[src/rtl/rdis_pkg.sv]
// Shared types and constants for the ReLU dot index scorer.
// No dependencies; used by controller, datapath, top level and checker.
package rdis_pkg;

    localparam int IDX_W   = 7;
    localparam int ELEM_W  = 16;
    localparam int SCORE_W = 32;
    localparam int ELEM_N  = 7;

    localparam logic [1:0] KIND_LOAD   = 2'd0;
    localparam logic [1:0] KIND_QUERY  = 2'd1;
    localparam logic [1:0] KIND_TOKEN  = 2'd2;
    localparam logic [1:0] KIND_UNUSED = 2'd3;

    localparam longint PROJ_MAX  = 64'sd32767;
    localparam longint PROJ_MIN  = -64'sd32768;
    localparam longint SCORE_MAX = 64'sd2147483647;
    localparam longint SCORE_MIN = -64'sd2147483648;

    // controller -> datapath
    typedef struct packed {
        logic capture;    // latch the input beat
        logic load;       // write the latched weight
        logic issue;      // read one projection column
        logic key;        // column belongs to the key matrix
        logic first;      // first column of a head
        logic last_head;  // last column of a head
        logic last_col;   // last column of the item
        logic push;       // load the output register
    } cmd_t;

    // datapath -> controller
    typedef struct packed {
        logic query_done;
        logic score_done;
    } status_t;

endpackage

[src/rtl/rdis_ctrl.sv]
// Controller: sequences load, query and token items and owns the output valid.
// Depends on rdis_pkg.
module rdis_ctrl #(
    parameter int PROJ_LEN = 4,
    parameter int HEADS    = 2,
    localparam int NCOL  = HEADS * PROJ_LEN,
    localparam int COL_W = (NCOL > 1) ? $clog2(NCOL) : 1,
    localparam int H_W   = (HEADS > 1) ? $clog2(HEADS) : 1
) (
    input  logic              clk,
    input  logic              rst_n,
    input  logic              in_valid,
    output logic              in_stall,
    input  logic [1:0]        kind,
    output logic              out_valid,
    input  logic              out_stall,
    output rdis_pkg::cmd_t    cmd,
    output logic [COL_W-1:0]  col,
    output logic [H_W-1:0]    head,
    input  rdis_pkg::status_t status
);

    localparam int J_W = (PROJ_LEN > 1) ? $clog2(PROJ_LEN) : 1;
    localparam logic [J_W-1:0]   J_LAST   = J_W'(PROJ_LEN - 1);
    localparam logic [COL_W-1:0] COL_LAST = COL_W'(NCOL - 1);

    typedef enum logic [2:0] {
        S_IDLE,
        S_LOAD,
        S_RUN,
        S_DRAIN,
        S_PUSH
    } state_t;

    state_t           state_reg, state_next;
    logic             key_reg, key_next;
    logic [J_W-1:0]   j_reg, j_next;
    logic [H_W-1:0]   h_reg, h_next;
    logic [COL_W-1:0] col_reg, col_next;
    logic             out_valid_reg, out_valid_next;

    always_comb
    begin
        state_next = state_reg;
        key_next   = key_reg;
        j_next     = j_reg;
        h_next     = h_reg;
        col_next   = col_reg;
        cmd        = '0;
        in_stall   = 1'b1;
        case (state_reg)
            S_IDLE:
            begin
                in_stall = 1'b0;
                j_next   = '0;
                h_next   = '0;
                col_next = '0;
                if (in_valid)
                begin
                    cmd.capture = 1'b1;
                    case (kind)
                        rdis_pkg::KIND_LOAD:
                        begin
                            state_next = S_LOAD;
                        end
                        rdis_pkg::KIND_QUERY:
                        begin
                            key_next   = 1'b0;
                            state_next = S_RUN;
                        end
                        rdis_pkg::KIND_TOKEN:
                        begin
                            key_next   = 1'b1;
                            state_next = S_RUN;
                        end
                        default:
                        begin
                            state_next = S_IDLE;
                        end
                    endcase
                end
            end
            S_LOAD:
            begin
                cmd.load   = 1'b1;
                state_next = S_IDLE;
            end
            S_RUN:
            begin
                cmd.issue     = 1'b1;
                cmd.key       = key_reg;
                cmd.first     = (j_reg == '0);
                cmd.last_head = (j_reg == J_LAST);
                cmd.last_col  = (col_reg == COL_LAST);
                col_next      = col_reg + 1'b1;
                if (j_reg == J_LAST)
                begin
                    j_next = '0;
                    h_next = h_reg + 1'b1;
                end
                else
                begin
                    j_next = j_reg + 1'b1;
                end
                if (col_reg == COL_LAST)
                begin
                    state_next = S_DRAIN;
                end
            end
            S_DRAIN:
            begin
                if (key_reg && status.score_done)
                begin
                    state_next = S_PUSH;
                end
                else if (!key_reg && status.query_done)
                begin
                    state_next = S_IDLE;
                end
            end
            S_PUSH:
            begin
                // wait for the output register to free up
                if (!out_valid_reg || !out_stall)
                begin
                    cmd.push   = 1'b1;
                    state_next = S_IDLE;
                end
            end
            default:
            begin
                state_next = S_IDLE;
            end
        endcase
        out_valid_next = cmd.push | (out_valid_reg & out_stall);
    end

    always_ff @(posedge clk or negedge rst_n)
    begin
        if (!rst_n)
        begin
            state_reg     <= S_IDLE;
            key_reg       <= 1'b0;
            j_reg         <= '0;
            h_reg         <= '0;
            col_reg       <= '0;
            out_valid_reg <= 1'b0;
        end
        else
        begin
            state_reg     <= state_next;
            key_reg       <= key_next;
            j_reg         <= j_next;
            h_reg         <= h_next;
            col_reg       <= col_next;
            out_valid_reg <= out_valid_next;
        end
    end

    assign out_valid = out_valid_reg;
    assign col       = col_reg;
    assign head      = h_reg;

endmodule

[config.mk]
export PLATFORM = sky130hd
export DESIGN_NAME = rdis_ctrl
export DESIGN_NICKNAME = d
export VERILOG_FILES = /design/src/rtl/rdis_pkg.sv /design/src/rtl/rdis_ctrl.sv
export SDC_FILE = /design/constraint.sdc
export NUM_CORES = 1
export LEC_CHECK = 0
export BUFFER_PORTS_ARGS = -buffer_cell sky130_fd_sc_hd__buf_2
export CAP_MARGIN = 15
export CORE_MARGIN = 1
export CORE_UTILIZATION = 30
export DETAILED_ROUTE_END_ITERATION = 10
export GPL_TIMING_DRIVEN = 0
export PLACE_DENSITY = 0.63
export SYNTH_ARGS = -nofsm -noshare
export SYNTH_HDL_FRONTEND = slang
export SYNTH_SLANG_ARGS = --single-unit
export TNS_END_PERCENT = 5
[constraint.sdc]
create_clock -name clk -period 2.6 [get_ports clk]
set_clock_uncertainty 0.1 [all_clocks]
set_input_delay 0.13 -clock clk [delete_from_list [all_inputs] [get_ports clk]]
set_output_delay 0.13 -clock clk [all_outputs]
set_load 0.02 [all_outputs]
==> metrics.txt <==
Req. time, crit path=2.37 ns; Slew Viols, Final=0; Synth cell types=28; die height=47.94 um; grt peak-use layer=met2; WS Path Type=flip-flop to output pin; flop2flop setup slack=1.27 ns; gr usage total=12.06%; count leader, synth=nand2_1; CP most frequent cell=buf_2; number of port buffers=21; TNS Setup=0 ns; routed wire length=1206 um; crit share post-route=64.65%; Worst-path clk slew=0.08 ns; total CTS buffers=3; GPL Wtd Cong=0.7441; status=finished, final reports clean; WHS Endpoint=state_reg[2]; reg2reg start=col[0]; I/O Pins=22; ys async rst share=100.0%; vias in the first global route=466; RR Endpoint=state_reg[0]; first-pass GRT wire length=1918 um; Yosys top cell by area=dfrtp_1; GRT Residual Overflow=0; Worst setup EP type=output pin; warnings from Yosys=0; Post-CTS Resized=0; Initial Util=31.94%; hold wc startpoint=status[0]; cell row count=16; GR Util met3=3.396%; layout cell share with drive strength beyond 1=30.53%; startpoint class of the critical path=flip-flop; FF+latch count, synth=11; largest net degree at the start of global routing=12; Ant. Diodes=0; hpwl dp=946.9 um; Post-CTS Setup Bufs=0; top-area cell type share of the netlist area=43.48%; RSZ-0062 raised after global routing=no; die area=2298 um^2; Syn Inst Count=68; Synthesized Nets=82; Leakage=0.4615 nW; crit path max fanout=10; clock sinks=11; Post-Place Setup Slack=1.204 ns; met2 track demand over resource=17.30%; synthesized area=633.1 um^2; actual slew at the worst max-slew pin=0.3585 ns; initial antenna violation count=0; horizontal die dimension=47.94 um; crit-path cells=nor2_2 > buf_2 > and3_1 > buf_2; Commonest cells post-synth=13 x nand2_1, 11 x dfrtp_1, 6 x ha_1, 6 x inv_1, 4 x and3_1; clock tree buffer depth=2; Filler cells=205; DR pass1 iterations=2; Synth Flop Type=dfrtp_1; Layout Area Growth over Synthesis=29.25%; final hold violations=0; MaxCap Viol Count=0; ANT nets after route=0; vias post-DR=543; DR DRC count=0; critical path's largest stage delay=0.45 ns; synth top area cells=dfrtp_1 43%, ha_1 12%, nand2_1 7.7%; Nets=110; sequential fraction of the synthesis area=43.48%; EDFF count, synth=0; Slew headroom=76.10%; vias per inst=4.451; H-tree depth=1; worst hold stages=3; CTS tree=built; crit path from=state_reg[0]; Post-Syn Area per Cell=9.310 um^2; Setup Viol. Count Final=0; GRT met1 Usage=16.86%; Root Driver=clkbuf_4; final setup margin=0.9191 ns; Worst Hold Class=primary input to flip-flop; Worst IR Drop VDD=0.4755 mV; sequential standard cell area=275.3 um^2; min Tclk post-route=1.681 ns; Worst R2R Path Depth=5; clock insertion delay at the later pin of the skew report=0.26 ns; Design Area, Final=818.3 um^2; Post-DP Area=772.0 um^2; Cell Pwr Density=1039 nW/um^2; hold slack=0.02156 ns; Avg WL per Cell=9.885 um; multi-input logic area=326.6 um^2; CP arrival=1.45 ns; drt first-iter violations=7; Slowest-stage cell, CP=dfrtp_1; fmax=0.5949 GHz; core area=1982 um^2
==> what timing repair did <==
| action | 4_1_cts | 5_1_grt |
|---|---|---|
| endpoints found under the setup margin | 0 | 0 |
| hold buffers | 2 | 0 |
| endpoints found under the hold margin | 12 | 0 |
==> through the flow <==
stage                     power, mW  std cells  util, %
after global routing         0.9268        122    41.29
final                        0.8501        122    41.29
after floorplan              0.6107         68        -
after CTS                    0.8648        122    41.29
after global placement       0.7329        116    38.95
after detailed placement     0.7430        116    38.95
==> layer usage <==
| metal | vias up | wire, um |
|---|---|---|
| met3 | 2 | 40 |
| met1 | 244 | 609 |
| met5 | - | 0 |
| met4 | 0 | 9 |
| met2 | 12 | 546 |
| li1 | 285 | - |
==> where the power goes <==
group	leakage, nW	total (mW)	internal (mW)	switching [mW]
registers	0.140	0.300	0.236	0.0634
logic	0.307	0.434	0.182	0.252
clock network	0.0150	0.116	0.0592	0.0570
==> kinds of logic after synthesis <==
logic type	after synthesis	share of synthesized area, %
AO/OA/AOI/OAI	10	10.48
adder cells (fa/ha/maj)	6	11.86
buffers and inverters	8	4.939
flip-flops	11	43.48
multiplexers	2	3.557
AND/OR/NAND/NOR	31	25.69
==> cell type report <==
type / count / area share, %
plain buffers: 2 / 1.070
clock buffers: 4 / 3.211
inverters: 6 / 2.752
repair buffers: 23 / 15.29
multi-input cells: 49 / 39.91
well taps: 27 / 4.128
flip-flops and latches: 11 / 33.64
==> worst max-delay path, delay by kind of cell (launching register included) <==
kind,cells,cell delay (ns)
buf+inv,2,0.38
flops,1,0.45
simple gates,2,0.35
==> worst max-delay path by stage <==
stage	to	slack, ns
after floorplan	cmd[7]	1.14
after global placement	cmd[1]	1.19
after detailed placement	cmd[1]	1.20
after CTS	cmd[1]	0.90
after global routing	cmd[2]	0.81
final	cmd[1]	0.92
==> layout by cell type, fill, tap and decap left out, types with 2 or more instances in the layout <==
| master | netlist | layout |
|---|---|---|
| and3_1 | 4 | 4 |
| buf_2 | 1 | 22 |
| clkbuf_1 | 1 | 2 |
| clkbuf_4 | 0 | 3 |
| dfrtp_1 | 11 | 11 |
| dlygate4sd3_1 | 0 | 2 |
| ha_1 | 6 | 6 |
| inv_1 | 6 | 6 |
| nand2_1 | 13 | 13 |
| nand3_1 | 3 | 3 |
| nor2_1 | 2 | 2 |
| o21ai_0 | 3 | 3 |
(Power assumes the default switching activity.)
